$ cat src/rtl/ddmix_pkg.sv
// ============================================================================
// ddmix_pkg: shared types and constants of the differential drive mixer
// Holds the datapath command and status bundles, register indexes, reset
// values and the functions that build the factor table of the exp2 sequence.
// ============================================================================
`default_nettype none

package ddmix_pkg;

    // Interface widths.
    localparam int CfgIdxW  = 3;
    localparam int CfgDataW = 16;
    localparam int DacBitsDefault = 15;

    // Configuration register indexes.
    typedef enum logic [CfgIdxW-1:0] {
        CFG_DEADZONE    = 3'd0,
        CFG_FWD_EXP     = 3'd1,
        CFG_TURN_EXP    = 3'd2,
        CFG_TURN_RED    = 3'd3,
        CFG_ALPHA       = 3'd4,
        CFG_MIN_CODE    = 3'd5,
        CFG_MAX_CODE    = 3'd6,
        CFG_POLARITY    = 3'd7
    } t_cfg_idx;

    // Register reset values.
    localparam logic [14:0] RstDeadzone = 15'd1638;
    localparam logic [9:0]  RstFwdExp   = 10'd333;
    localparam logic [9:0]  RstTurnExp  = 10'd307;
    localparam logic [15:0] RstTurnRed  = 16'd22938;
    localparam logic [15:0] RstAlpha    = 16'd16384;
    localparam logic [14:0] RstMinCode  = 15'd0;
    localparam logic [14:0] RstMaxCode  = 15'd32767;
    localparam logic [1:0]  RstPolarity = 2'd0;

    // Datapath operations issued by the controller.
    typedef enum logic [3:0] {
        OP_NONE,
        OP_SETUP,
        OP_SQUARE,
        OP_LOGMUL,
        OP_EXPMUL,
        OP_AXDONE,
        OP_TURN1,
        OP_TURN2,
        OP_MIX,
        OP_DIVINIT,
        OP_DIVSTEP,
        OP_DIVDONE,
        OP_SMOOTH,
        OP_CODE,
        OP_OUTPUT
    } t_op;

    // Command bundle: sel picks the axis (0 forward, 1 turn) or the side
    // (0 left, 1 right); idx is the step index of iterated operations.
    typedef struct packed {
        logic       load;
        t_op        op;
        logic       sel;
        logic [3:0] idx;
    } t_cmd;

    typedef struct packed {
        logic need_norm;
    } t_status;

    // Integer square root, used only at elaboration to build the table.
    function automatic logic [63:0] isqrt64(logic [63:0] v);
        logic [63:0] rem;
        logic [63:0] res;
        logic [63:0] bit_v;
        rem   = v;
        res   = '0;
        bit_v = 64'h4000_0000_0000_0000;
        for (int i = 0; i < 32; i++) begin
            if (rem >= res + bit_v) begin
                rem = rem - (res + bit_v);
                res = (res >> 1) + bit_v;
            end else begin
                res = res >> 1;
            end
            bit_v = bit_v >> 2;
        end
        return res;
    endfunction

    // Q30 factor 2^-(2^(b-16)) for fraction bit b, by repeated square roots.
    function automatic logic [31:0] exp_factor(int b);
        logic [63:0] t;
        t = 64'd1 << 29;
        for (int j = 0; j < 16; j++) begin
            if (j < 16 - b) begin
                t = isqrt64(t << 30);
            end
        end
        return t[31:0];
    endfunction

endpackage

`default_nettype wire

$ cat src/rtl/ddmix_ctrl.sv
// ============================================================================
// ddmix_ctrl: sequencer of the differential drive mixer
// Steps the datapath through the two power curves, the turn factor, the
// optional renormalizing division, smoothing and code mapping, and owns
// both handshakes.
// ============================================================================
`default_nettype none

module ddmix_ctrl (
    input  wire logic               i_clk,
    input  wire logic               i_rst_n,
    input  wire logic               i_in_valid,
    output logic                    o_in_stall,
    output logic                    o_out_valid,
    input  wire logic               i_out_stall,
    output ddmix_pkg::t_cmd         o_cmd,
    input  wire ddmix_pkg::t_status i_status
);

    typedef enum logic [3:0] {
        S_IDLE,
        S_SETUP,
        S_SQUARE,
        S_LOGMUL,
        S_EXPMUL,
        S_AXDONE,
        S_TURN1,
        S_TURN2,
        S_MIX,
        S_RENORM,
        S_DIVINIT,
        S_DIVSTEP,
        S_DIVDONE,
        S_SMOOTH,
        S_CODE,
        S_FINISH
    } t_state;

    t_state     r_state;
    logic [3:0] r_cnt;
    logic       r_axis;
    logic       r_side;
    logic       r_out_valid;
    logic       w_accept;
    logic       w_out_free;

    assign o_in_stall  = (r_state != S_IDLE);
    assign o_out_valid = r_out_valid;
    assign w_accept    = i_in_valid && (r_state == S_IDLE);
    assign w_out_free  = !r_out_valid || !i_out_stall;

    // Command decode from the current state.
    always_comb begin
        o_cmd.load = w_accept;
        o_cmd.idx  = r_cnt;
        o_cmd.sel  = r_side;
        o_cmd.op   = ddmix_pkg::OP_NONE;
        case (r_state)
            S_SETUP: begin
                o_cmd.op  = ddmix_pkg::OP_SETUP;
                o_cmd.sel = r_axis;
            end
            S_SQUARE: begin
                o_cmd.op  = ddmix_pkg::OP_SQUARE;
                o_cmd.sel = r_axis;
            end
            S_LOGMUL: begin
                o_cmd.op  = ddmix_pkg::OP_LOGMUL;
                o_cmd.sel = r_axis;
            end
            S_EXPMUL: begin
                o_cmd.op  = ddmix_pkg::OP_EXPMUL;
                o_cmd.sel = r_axis;
            end
            S_AXDONE: begin
                o_cmd.op  = ddmix_pkg::OP_AXDONE;
                o_cmd.sel = r_axis;
            end
            S_TURN1:   o_cmd.op = ddmix_pkg::OP_TURN1;
            S_TURN2:   o_cmd.op = ddmix_pkg::OP_TURN2;
            S_MIX:     o_cmd.op = ddmix_pkg::OP_MIX;
            S_DIVINIT: o_cmd.op = ddmix_pkg::OP_DIVINIT;
            S_DIVSTEP: o_cmd.op = ddmix_pkg::OP_DIVSTEP;
            S_DIVDONE: o_cmd.op = ddmix_pkg::OP_DIVDONE;
            S_SMOOTH:  o_cmd.op = ddmix_pkg::OP_SMOOTH;
            S_CODE:    o_cmd.op = ddmix_pkg::OP_CODE;
            S_FINISH: begin
                if (w_out_free) begin
                    o_cmd.op = ddmix_pkg::OP_OUTPUT;
                end
            end
            default:   o_cmd.op = ddmix_pkg::OP_NONE;
        endcase
    end

    // State, step counter and output valid.
    always_ff @(posedge i_clk) begin
        if (!i_rst_n) begin
            r_state     <= S_IDLE;
            r_cnt       <= '0;
            r_axis      <= 1'b0;
            r_side      <= 1'b0;
            r_out_valid <= 1'b0;
        end else begin
            // The finish step reloads valid itself when the result is taken.
            if (r_out_valid && !i_out_stall && (r_state != S_FINISH)) begin
                r_out_valid <= 1'b0;
            end
            case (r_state)
                S_IDLE: begin
                    if (w_accept) begin
                        r_state <= S_SETUP;
                        r_axis  <= 1'b0;
                        r_side  <= 1'b0;
                    end
                end
                S_SETUP: begin
                    r_cnt   <= '0;
                    r_state <= S_SQUARE;
                end
                S_SQUARE: begin
                    r_cnt <= r_cnt + 4'd1;
                    if (r_cnt == 4'd15) begin
                        r_state <= S_LOGMUL;
                    end
                end
                S_LOGMUL: begin
                    r_cnt   <= 4'd15;
                    r_state <= S_EXPMUL;
                end
                S_EXPMUL: begin
                    r_cnt <= r_cnt - 4'd1;
                    if (r_cnt == 4'd0) begin
                        r_state <= S_AXDONE;
                    end
                end
                S_AXDONE: begin
                    if (!r_axis) begin
                        r_axis  <= 1'b1;
                        r_state <= S_SETUP;
                    end else begin
                        r_state <= S_TURN1;
                    end
                end
                S_TURN1: r_state <= S_TURN2;
                S_TURN2: r_state <= S_MIX;
                S_MIX:   r_state <= S_RENORM;
                S_RENORM: begin
                    r_side  <= 1'b0;
                    r_state <= i_status.need_norm ? S_DIVINIT : S_SMOOTH;
                end
                S_DIVINIT: begin
                    r_cnt   <= '0;
                    r_state <= S_DIVSTEP;
                end
                S_DIVSTEP: begin
                    r_cnt <= r_cnt + 4'd1;
                    if (r_cnt == 4'd15) begin
                        r_state <= S_DIVDONE;
                    end
                end
                S_DIVDONE: begin
                    r_side  <= !r_side;
                    r_state <= r_side ? S_SMOOTH : S_DIVINIT;
                end
                S_SMOOTH: begin
                    r_side  <= !r_side;
                    r_state <= r_side ? S_CODE : S_SMOOTH;
                end
                S_CODE: begin
                    r_side  <= !r_side;
                    r_state <= r_side ? S_FINISH : S_CODE;
                end
                S_FINISH: begin
                    if (w_out_free) begin
                        r_out_valid <= 1'b1;
                        r_state     <= S_IDLE;
                    end
                end
                default: r_state <= S_IDLE;
            endcase
        end
    end

`ifndef ASSERT_OFF
    // A result is never loaded over one that is still waiting.
    a_no_overwrite: assert property (@(posedge i_clk) disable iff (!i_rst_n)
        (o_cmd.op == ddmix_pkg::OP_OUTPUT) |-> w_out_free)
        else $error("result loaded over a pending result");

    // An accepted request starts with the forward axis.
    a_start_fwd: assert property (@(posedge i_clk) disable iff (!i_rst_n)
        w_accept |=> (r_state == S_SETUP && !r_axis))
        else $error("request did not start on the forward axis");

    // Output valid only rises at the end of a sequence.
    a_valid_src: assert property (@(posedge i_clk) disable iff (!i_rst_n)
        $rose(r_out_valid) |-> ($past(r_state) == S_FINISH))
        else $error("output valid rose outside the finish step");
`endif

endmodule

`default_nettype wire

$ cat src/rtl/ddmix_dp.sv
// ============================================================================
// ddmix_dp: datapath of the differential drive mixer
// Configuration registers, one shared 32x32 multiplier, a shift-subtract
// divider, the smoothing state and the result registers.
// ============================================================================
`default_nettype none

module ddmix_dp #(
    parameter int DAC_BITS = ddmix_pkg::DacBitsDefault
) (
    input  wire logic                          i_clk,
    input  wire logic                          i_rst_n,
    input  wire logic                          i_cfg_we,
    input  wire logic [ddmix_pkg::CfgIdxW-1:0] i_cfg_idx,
    input  wire logic [ddmix_pkg::CfgDataW-1:0] i_cfg_data,
    input  wire logic signed [15:0]            i_stick_x,
    input  wire logic signed [15:0]            i_stick_y,
    input  wire logic signed [15:0]            i_speed_left,
    input  wire logic signed [15:0]            i_speed_right,
    input  wire ddmix_pkg::t_cmd               i_cmd,
    output ddmix_pkg::t_status                 o_status,
    output logic [14:0]                        o_left_code,
    output logic                               o_left_reverse,
    output logic [14:0]                        o_right_code,
    output logic                               o_right_reverse,
    output logic signed [16:0]                 o_left_command,
    output logic signed [16:0]                 o_right_command
);

    localparam logic signed [17:0] CodeCeil = 18'((1 << DAC_BITS) - 1);

    // Configuration registers.
    logic [14:0] r_dz;
    logic [9:0]  r_fexp;
    logic [9:0]  r_texp;
    logic [15:0] r_tred;
    logic [15:0] r_alpha;
    logic [14:0] r_minc;
    logic [14:0] r_maxc;
    logic [1:0]  r_pol;

    // Captured request.
    logic signed [15:0] r_sx, r_sy, r_sl, r_sr;

    // Power curve state.
    logic        r_neg, r_zero;
    logic [3:0]  r_k;
    logic [30:0] r_x;
    logic [15:0] r_frac;
    logic [5:0]  r_ip;
    logic [15:0] r_f;
    logic [30:0] r_r;
    logic signed [16:0] r_ysh, r_xsh;

    // Mixing, division, smoothing and code state.
    logic [31:0]        r_p;
    logic signed [16:0] r_xe;
    logic signed [17:0] r_lr, r_rr;
    logic [16:0]        r_mx;
    logic [17:0]        r_rem;
    logic [15:0]        r_q;
    logic signed [16:0] r_prevl, r_prevr;
    logic [14:0]        r_codel, r_coder;
    logic               r_revl, r_revr;

    // Exp2 factor table.
    logic [31:0] w_tab [16];
    for (genvar g = 0; g < 16; g++) begin : g_tab
        assign w_tab[g] = ddmix_pkg::exp_factor(g);
    end

    // Combinational helpers.
    logic signed [15:0] w_v;
    logic [15:0]        w_m;
    logic [3:0]         w_k;
    logic [4:0]         w_nsh;
    logic               w_zero;
    logic [9:0]         w_e;
    logic [19:0]        w_n;
    logic [31:0]        w_ma, w_mb;
    logic [63:0]        w_prod;
    logic [31:0]        w_sq;
    logic [6:0]         w_shift;
    logic [15:0]        w_mag;
    logic signed [16:0] w_shaped;
    logic [15:0]        w_asl, w_asr;
    logic [16:0]        w_ssum;
    logic [15:0]        w_avg;
    logic [16:0]        w_pp;
    logic [15:0]        w_fac;
    logic [15:0]        w_xm;
    logic [16:0]        w_xemag;
    logic signed [17:0] w_lr, w_rr;
    logic [16:0]        w_la, w_ra;
    logic               w_cmp;
    logic [16:0]        w_diff;
    logic signed [17:0] w_divres;
    logic [15:0]        w_alpha;
    logic signed [17:0] w_raw;
    logic signed [16:0] w_prev;
    logic signed [18:0] w_d;
    logic [17:0]        w_ad;
    logic [33:0]        w_rsum;
    logic signed [19:0] w_step;
    logic signed [19:0] w_c;
    logic signed [16:0] w_cmd_sat;
    logic signed [16:0] w_cur;
    logic [15:0]        w_cmag;
    logic signed [15:0] w_span;
    logic [14:0]        w_aspan;
    logic signed [17:0] w_part;
    logic signed [17:0] w_code;

    always_comb begin
        // Axis setup: magnitude, top bit and normalized mantissa.
        w_v = i_cmd.sel ? r_sx : r_sy;
        w_m = w_v[15] ? 16'(-w_v) : 16'(w_v);
        w_k = '0;
        for (int i = 0; i < 16; i++) begin
            if (w_m[i]) begin
                w_k = 4'(i);
            end
        end
        w_nsh  = 5'd30 - {1'b0, w_k};
        w_zero = (w_m < {1'b0, r_dz}) || (w_m == 16'd0);
        w_e    = i_cmd.sel ? r_texp : r_fexp;
        w_n    = {4'd15 - r_k, 16'd0} - {4'd0, r_frac};

        // Curve result.
        w_shift  = 7'd15 + {1'b0, r_ip};
        w_mag    = (w_shift > 7'd40) ? 16'd0 : 16'(r_r >> w_shift);
        w_shaped = r_zero ? 17'sd0 :
                   (r_neg ? -$signed({1'b0, w_mag}) : $signed({1'b0, w_mag}));

        // Turn factor.
        w_asl  = r_sl[15] ? 16'(-r_sl) : 16'(r_sl);
        w_asr  = r_sr[15] ? 16'(-r_sr) : 16'(r_sr);
        w_ssum = {1'b0, w_asl} + {1'b0, w_asr};
        w_avg  = w_ssum[16:1];
        w_pp   = r_p[31:15];
        w_fac  = (w_pp > 17'd32768) ? 16'd0 : 16'(17'd32768 - w_pp);
        w_xm   = r_xsh[16] ? 16'(-r_xsh) : 16'(r_xsh);

        // Mixing.
        w_lr = 18'(r_ysh) + 18'(r_xe);
        w_rr = 18'(r_ysh) - 18'(r_xe);
        w_la = w_lr[17] ? 17'(-w_lr) : 17'(w_lr);
        w_ra = w_rr[17] ? 17'(-w_rr) : 17'(w_rr);

        // Divider step.
        w_cmp    = (r_rem >= {1'b0, r_mx});
        w_diff   = w_cmp ? 17'(r_rem - {1'b0, r_mx}) : r_rem[16:0];
        w_divres = (i_cmd.sel ? r_rr[17] : r_lr[17]) ?
                   -$signed({2'b00, r_q}) : $signed({2'b00, r_q});

        // Smoothing.
        if (r_alpha < 16'd328) begin
            w_alpha = 16'd328;
        end else if (r_alpha > 16'd32768) begin
            w_alpha = 16'd32768;
        end else begin
            w_alpha = r_alpha;
        end
        w_raw  = i_cmd.sel ? r_rr : r_lr;
        w_prev = i_cmd.sel ? r_prevr : r_prevl;
        w_d    = 19'(w_raw) - 19'(w_prev);
        w_ad   = w_d[18] ? 18'(-w_d) : 18'(w_d);

        // Code mapping.
        w_cur   = i_cmd.sel ? r_prevr : r_prevl;
        w_cmag  = w_cur[16] ? 16'(-w_cur) : 16'(w_cur);
        w_span  = $signed({1'b0, r_maxc}) - $signed({1'b0, r_minc});
        w_aspan = w_span[15] ? 15'(-w_span) : 15'(w_span);

        // Shared multiplier operand selection.
        w_ma = '0;
        w_mb = '0;
        case (i_cmd.op)
            ddmix_pkg::OP_SQUARE: begin
                w_ma = {1'b0, r_x};
                w_mb = {1'b0, r_x};
            end
            ddmix_pkg::OP_LOGMUL: begin
                w_ma = {12'd0, w_n};
                w_mb = {22'd0, w_e};
            end
            ddmix_pkg::OP_EXPMUL: begin
                w_ma = {1'b0, r_r};
                w_mb = w_tab[i_cmd.idx];
            end
            ddmix_pkg::OP_TURN1: begin
                w_ma = {16'd0, r_tred};
                w_mb = {16'd0, w_avg};
            end
            ddmix_pkg::OP_TURN2: begin
                w_ma = {16'd0, w_xm};
                w_mb = {16'd0, w_fac};
            end
            ddmix_pkg::OP_SMOOTH: begin
                w_ma = {16'd0, w_alpha};
                w_mb = {14'd0, w_ad};
            end
            ddmix_pkg::OP_CODE: begin
                w_ma = {16'd0, w_cmag};
                w_mb = {17'd0, w_aspan};
            end
            default: begin
                w_ma = '0;
                w_mb = '0;
            end
        endcase
        w_prod = {32'd0, w_ma} * {32'd0, w_mb};

        // Product post-processing.
        w_sq    = w_prod[61:30];
        w_xemag = w_prod[31:15];
        w_rsum  = w_prod[33:0] + 34'd16384;
        w_step  = $signed({1'b0, w_rsum[33:15]});
        w_c     = w_d[18] ? (20'(w_prev) - w_step) : (20'(w_prev) + w_step);
        if (w_c > 20'sd32768) begin
            w_cmd_sat = 17'sd32768;
        end else if (w_c < -20'sd32768) begin
            w_cmd_sat = -17'sd32768;
        end else begin
            w_cmd_sat = 17'(w_c);
        end
        w_part = w_span[15] ? -$signed({2'b00, w_prod[30:15]})
                            : $signed({2'b00, w_prod[30:15]});
        w_code = $signed({3'b000, r_minc}) + w_part;
        if (w_code > $signed({3'b000, r_maxc})) begin
            w_code = $signed({3'b000, r_maxc});
        end
        if (w_code > CodeCeil) begin
            w_code = CodeCeil;
        end
        if (w_code < 18'sd0) begin
            w_code = 18'sd0;
        end
    end

    assign o_status.need_norm = (r_mx > 17'd32768);

    // Configuration registers and smoothing state.
    always_ff @(posedge i_clk) begin
        if (!i_rst_n) begin
            r_dz    <= ddmix_pkg::RstDeadzone;
            r_fexp  <= ddmix_pkg::RstFwdExp;
            r_texp  <= ddmix_pkg::RstTurnExp;
            r_tred  <= ddmix_pkg::RstTurnRed;
            r_alpha <= ddmix_pkg::RstAlpha;
            r_minc  <= ddmix_pkg::RstMinCode;
            r_maxc  <= ddmix_pkg::RstMaxCode;
            r_pol   <= ddmix_pkg::RstPolarity;
            r_prevl <= '0;
            r_prevr <= '0;
        end else begin
            if (i_cfg_we) begin
                case (ddmix_pkg::t_cfg_idx'(i_cfg_idx))
                    ddmix_pkg::CFG_DEADZONE: r_dz    <= i_cfg_data[14:0];
                    ddmix_pkg::CFG_FWD_EXP:  r_fexp  <= i_cfg_data[9:0];
                    ddmix_pkg::CFG_TURN_EXP: r_texp  <= i_cfg_data[9:0];
                    ddmix_pkg::CFG_TURN_RED: r_tred  <= i_cfg_data;
                    ddmix_pkg::CFG_ALPHA:    r_alpha <= i_cfg_data;
                    ddmix_pkg::CFG_MIN_CODE: r_minc  <= i_cfg_data[14:0];
                    ddmix_pkg::CFG_MAX_CODE: r_maxc  <= i_cfg_data[14:0];
                    ddmix_pkg::CFG_POLARITY: r_pol   <= i_cfg_data[1:0];
                    default: r_pol <= r_pol;
                endcase
            end
            if (i_cmd.op == ddmix_pkg::OP_SMOOTH) begin
                if (i_cmd.sel) begin
                    r_prevr <= w_cmd_sat;
                end else begin
                    r_prevl <= w_cmd_sat;
                end
            end
        end
    end

    // Working registers, stepped by the controller.
    always_ff @(posedge i_clk) begin
        if (i_cmd.load) begin
            r_sx <= i_stick_x;
            r_sy <= i_stick_y;
            r_sl <= i_speed_left;
            r_sr <= i_speed_right;
        end
        case (i_cmd.op)
            ddmix_pkg::OP_SETUP: begin
                r_neg  <= w_v[15];
                r_zero <= w_zero;
                r_k    <= w_k;
                r_x    <= 31'(w_m) << w_nsh;
                r_frac <= '0;
            end
            ddmix_pkg::OP_SQUARE: begin
                r_x    <= w_sq[31] ? w_sq[31:1] : w_sq[30:0];
                r_frac <= {r_frac[14:0], w_sq[31]};
            end
            ddmix_pkg::OP_LOGMUL: begin
                r_ip <= w_prod[29:24];
                r_f  <= w_prod[23:8];
                r_r  <= 31'h4000_0000;
            end
            ddmix_pkg::OP_EXPMUL: begin
                if (r_f[i_cmd.idx]) begin
                    r_r <= w_prod[60:30];
                end
            end
            ddmix_pkg::OP_AXDONE: begin
                if (i_cmd.sel) begin
                    r_xsh <= w_shaped;
                end else begin
                    r_ysh <= w_shaped;
                end
            end
            ddmix_pkg::OP_TURN1: r_p <= w_prod[31:0];
            ddmix_pkg::OP_TURN2: begin
                r_xe <= r_xsh[16] ? -$signed(w_xemag) : $signed(w_xemag);
            end
            ddmix_pkg::OP_MIX: begin
                r_lr <= w_lr;
                r_rr <= w_rr;
                r_mx <= (w_la > w_ra) ? w_la : w_ra;
            end
            ddmix_pkg::OP_DIVINIT: begin
                r_rem <= {1'b0, (i_cmd.sel ? w_ra : w_la)};
                r_q   <= '0;
            end
            ddmix_pkg::OP_DIVSTEP: begin
                r_rem <= {w_diff, 1'b0};
                r_q   <= {r_q[14:0], w_cmp};
            end
            ddmix_pkg::OP_DIVDONE: begin
                if (i_cmd.sel) begin
                    r_rr <= w_divres;
                end else begin
                    r_lr <= w_divres;
                end
            end
            ddmix_pkg::OP_CODE: begin
                if (i_cmd.sel) begin
                    r_coder <= w_code[14:0];
                    r_revr  <= r_pol[1] ^ w_cur[16];
                end else begin
                    r_codel <= w_code[14:0];
                    r_revl  <= r_pol[0] ^ w_cur[16];
                end
            end
            ddmix_pkg::OP_OUTPUT: begin
                o_left_code     <= r_codel;
                o_left_reverse  <= r_revl;
                o_right_code    <= r_coder;
                o_right_reverse <= r_revr;
                o_left_command  <= r_prevl;
                o_right_command <= r_prevr;
            end
            default: r_p <= r_p;
        endcase
    end

endmodule

`default_nettype wire

$ cat src/rtl/differential_drive_mixer.sv
// One request is taken at a time: the next is accepted only once the sequencer is back
// in idle. The shared multiplier steps 16 squarings and 16 exp2 factors per axis, and
// a 16-step divider runs per side when the mix is renormalized.
// A result waiting on the output holds the next request only in its finish step.
// Reset (synchronous, active low) restores register defaults and clears the
// stored commands.
// ============================================================================
// differential_drive_mixer: arcade mixer for a two-wheel differential drive
// Shapes the joystick axes, reduces turning with measured speed, mixes,
// renormalizes, smooths and maps the commands to DAC codes.
// ============================================================================
`default_nettype none

module differential_drive_mixer #(
    parameter int DAC_BITS = ddmix_pkg::DacBitsDefault
) (
    input  wire logic                           i_clk,
    input  wire logic                           i_rst_n,
    input  wire logic                           i_cfg_we,
    input  wire logic [ddmix_pkg::CfgIdxW-1:0]  i_cfg_idx,
    input  wire logic [ddmix_pkg::CfgDataW-1:0] i_cfg_data,
    input  wire logic                           i_in_valid,
    output logic                                o_in_stall,
    input  wire logic signed [15:0]             i_stick_x,
    input  wire logic signed [15:0]             i_stick_y,
    input  wire logic signed [15:0]             i_speed_left,
    input  wire logic signed [15:0]             i_speed_right,
    output logic                                o_out_valid,
    input  wire logic                           i_out_stall,
    output logic [14:0]                         o_left_code,
    output logic                                o_left_reverse,
    output logic [14:0]                         o_right_code,
    output logic                                o_right_reverse,
    output logic signed [16:0]                  o_left_command,
    output logic signed [16:0]                  o_right_command
);

    ddmix_pkg::t_cmd    w_cmd;
    ddmix_pkg::t_status w_status;

    // Sequencer.
    ddmix_ctrl u_ctrl (
        .i_clk       (i_clk),
        .i_rst_n     (i_rst_n),
        .i_in_valid  (i_in_valid),
        .o_in_stall  (o_in_stall),
        .o_out_valid (o_out_valid),
        .i_out_stall (i_out_stall),
        .o_cmd       (w_cmd),
        .i_status    (w_status)
    );

    // Datapath.
    ddmix_dp #(
        .DAC_BITS (DAC_BITS)
    ) u_dp (
        .i_clk           (i_clk),
        .i_rst_n         (i_rst_n),
        .i_cfg_we        (i_cfg_we),
        .i_cfg_idx       (i_cfg_idx),
        .i_cfg_data      (i_cfg_data),
        .i_stick_x       (i_stick_x),
        .i_stick_y       (i_stick_y),
        .i_speed_left    (i_speed_left),
        .i_speed_right   (i_speed_right),
        .i_cmd           (w_cmd),
        .o_status        (w_status),
        .o_left_code     (o_left_code),
        .o_left_reverse  (o_left_reverse),
        .o_right_code    (o_right_code),
        .o_right_reverse (o_right_reverse),
        .o_left_command  (o_left_command),
        .o_right_command (o_right_command)
    );

endmodule

`default_nettype wire

$ cat config.mk
export PLATFORM = sky130hd
export DESIGN_NAME = differential_drive_mixer
export DESIGN_NICKNAME = d
export VERILOG_FILES = /design/src/rtl/ddmix_pkg.sv /design/src/rtl/ddmix_ctrl.sv /design/src/rtl/ddmix_dp.sv /design/src/rtl/differential_drive_mixer.sv
export SDC_FILE = /design/constraint.sdc
export NUM_CORES = 2
export LEC_CHECK = 0
export CAP_MARGIN = 20
export CORE_MARGIN = 1.5
export CORE_UTILIZATION = 40
export DETAILED_ROUTE_END_ITERATION = 10
export DONT_BUFFER_PORTS = 1
export PLACE_DENSITY_LB_ADDON = 0.3
export SKIP_CTS_REPAIR_TIMING = 1
export SYNTH_ARGS = -nofsm -noshare
export SYNTH_HDL_FRONTEND = slang
export SYNTH_SLANG_ARGS = --single-unit
$ cat constraint.sdc
create_clock -name i_clk -period 16.61 [get_ports i_clk]
set_input_delay 1.661 -clock i_clk [delete_from_list [all_inputs] [get_ports i_clk]]
set_output_delay 1.661 -clock i_clk [all_outputs]
set_load 0.005 [all_outputs]
==> impl_results.md <==
* Status: finished clean
* # Max-Cap Violations at 0
* Tmin final at 16.11 ns
* Actual transition at the worst max-transition pin at 1.20 ns
* Clock transition at path regs at 0.07 ns
* CP max stage cell: or4b_4
* Pwr Total at 12.4 mW
* # placed instances at 9749
* Pin count of the biggest net entering global routing at 87
* DR vias/cell at 5.68
* EDFF count, synth at 423
* FFs w/ async S/R, synth at 0
* Synth top area share at 0.248
* CTS H-Tree Depth at 2
* Crit-path max cell delay at 0.56 ns
* Final Setup Violations at 0
* Fin area at 75200 µm²
* Cts bufs inserted at 56
* DRT Wirelength at 239000 µm
* Slew headroom at 0.200
* Cell mode on critical path: fa_1
* Hold Vio Cnt, Final at 0
* Initial antenna violation count at 17
* Initial detailed-routing violation count at 5944
* Seq pwr share at 0.161
* Die W at 416 µm
* Gr usage total at 0.274
* Post-synthesis register bit count at 567
* Maximum fanout along the worst path at 8
* Post-route DRC at 0
* Layout cells sized above 1 at 0.0910
* Internal cell power at 5.84 mW
* YS warnings at 0
* CTS tree: built
* Register area share after synthesis at 0.229
* CP Class: register to register
* DR vias at 56197
* Fin crit share at 0.970
* Post-Place Setup Slack at 0.0902 ns
* Most instantiated library cell after synthesis: nand2_1
* Worst setup margin at 0.500 ns
* Distinct cell type count of the synthesized netlist at 117
* Synth Instances at 7540
* Post-Place Cell Area at 72400 µm²
* Fin cells at 9886
* CP Capture Type: register
* Gate power share at 0.731
* Fin util at 0.444
* Core Rows at 151
* Root Buffer: clkbuf_16
* # port buffers at 0
* Synth area leader: fa_1
* CP startpoint kind: register
* Power share of the clock group at 0.108
* CORE AREA at 169000 µm²
* Die Area at 173000 µm²
* Vias in the first global route at 55966
* Leak at 32.2 nW
* Synth top area cells: fa_1 (25%), edfxtp_1 (19%), ha_1 (8.3%)
* Drt pass-1 iters at 8
* Routed wire length per instance at 24.2 µm
* GRT overflow at 0
* Syn_area_per_cell at 9.04 µm²
* Crit path DAT at 16.68 ns
* Syn nets at 8923
* I/O pins at 156
* Reg2Reg Depth at 64
* Clock skew at 0.0612 ns
* Starting Density at 0.403
* Switch share at 0.529
* Min-delay worst type: register to register
* Nets at 8998
* Worst Hold Depth at 0
* Mapped cell area at 68200 µm²
* VDD IR max at 195 µV
* Clk Latency, worst-skew pair at 0.68 ns
* Clk buf depth at 3
* Slew Viols, Final at 0
* Area grow syn2layout at 10.3%
* GPL Wtd Cong at 1.05
* Net switching power at 6.55 mW
* CP required at 17.18 ns
* Primary FF master, synth: edfxtp_1
* Post-DRT Antenna Nets at 0
* P per Cell Area at 165 nW/µm²
* Max Clk Rate at 0.0621 GHz
* Die height at 416 µm
* First-pass GRT wire length at 357000 µm
* # clock sinks at 567
* Commonest cells post-synth: nand2_1 (1174), inv_1 (1093), fa_1 (845)
* Detailed Place HPWL at 191000 µm
[final timing paths]
check	start	to	slack, ns
worst min register to register	u_dp.r_coder[13]$_DFFE_PP_	u_dp.o_right_code[13]$_DFFE_PN_	0.42
worst max-delay path	u_ctrl.r_state[0]$_SDFFE_PN0P_	u_dp.r_prevr[7]$_SDFFE_PN0P_	0.50
worst min-delay path	u_dp.r_coder[13]$_DFFE_PP_	u_dp.o_right_code[13]$_DFFE_PN_	0.42
worst max register to register	u_ctrl.r_state[0]$_SDFFE_PN0P_	u_dp.r_prevr[7]$_SDFFE_PN0P_	0.50
[through the flow]
step                      TNS [ns]  hold slack, ns
after detailed placement         0           0.406
after floorplan                  0           0.400
after global routing         -1.15           0.428
after CTS                   -0.751           0.422
final                            0           0.420
after global placement           0           0.403
[routing by layer]
metal / up-vias / global-route usage / wire [µm]
li1: 24896 / - / -
met1: 28253 / 0.365 / 97000
met2: 2550 / 0.435 / 109000
met3: 494 / 0.0546 / 22100
met4: 4 / 0.108 / 11000
met5: - / 0 / 31
[cell usage in the layout, fill, tap and decap left out, types with 54 or more instances in the layout]
cell | synthesis | final
xor2_1 | 97 | 94
nand2b_1 | 66 | 65
mux2i_1 | 144 | 137
xnor2_1 | 288 | 278
clkbuf_16 | 0 | 59
fa_1 | 845 | 843
nor2_1 | 486 | 481
nand2_1 | 1174 | 1172
nor2b_1 | 96 | 95
edfxtp_1 | 423 | 423
and2_1 | 202 | 200
dfxtp_1 | 144 | 142
buf_4 | 2 | 353
o21ai_0 | 210 | 190
a21oi_1 | 349 | 337
ha_1 | 450 | 448
o211ai_1 | 54 | 54
inv_1 | 1093 | 1090
a21o_1 | 57 | 57
nand3_1 | 93 | 90
nor3_1 | 102 | 95
[power groups by stage]
stage | Clock (mW) | Combinational, mW | Sequential, mW
after floorplan | 0 | 4.96 | 1.95
final | 1.34 | 9.06 | 1.99
after global placement | 0 | 8.59 | 2.01
after CTS | 1.35 | 8.66 | 1.98
after detailed placement | 0 | 8.60 | 2.01
after global routing | 1.41 | 9.59 | 2.00
[area by class of cell]
cell class                 instances  area, µm²
clock inverter                    39        424
multi-input combinational       5511      47800
fill                           16513      94100
antenna                            6       15.0
sequential                       567      15600
tap                             2218       2780
inverter                        1109       4170
clock buffer                      66       1480
timing repair buffer             370       2940
[sequential cells by signal (all words and copies together), names as in the netlist, 17 cells and up]
name                  cells
u_dp.o_left_command      17
u_dp.o_right_command     17
u_dp.r_lr                18
u_dp.r_mx                17
u_dp.r_p                 17
u_dp.r_prevl             17
u_dp.r_prevr             17
u_dp.r_r                 31
u_dp.r_rem               18
u_dp.r_rr                18
u_dp.r_x                 31
u_dp.r_xe                17
u_dp.r_xsh               17
u_dp.r_ysh               17
[kinds of logic after synthesis]
| kind of cell | count (synthesis) | share of synthesized area |
|---|---|---|
| fa+ha+maj | 1297 | 0.331 |
| compound gates | 1183 | 0.115 |
| xor+xnor | 387 | 0.0500 |
| flops | 567 | 0.229 |
| simple gates | 2462 | 0.165 |
| buf+inv | 1462 | 0.0815 |
| mux | 182 | 0.0288 |
[worst max-delay path: cells and delay by family (launching register included)]
family	cells	cell delay, ns
XOR/XNOR	4	0.56
AO/OA/AOI/OAI	19	4.23
buffers and inverters	13	1.45
multiplexers	1	0.25
flip-flops	1	0.33
adder cells (fa/ha/maj)	11	4.65
AND/OR/NAND/NOR	16	4.52
Power figures use the tool's default switching activity.
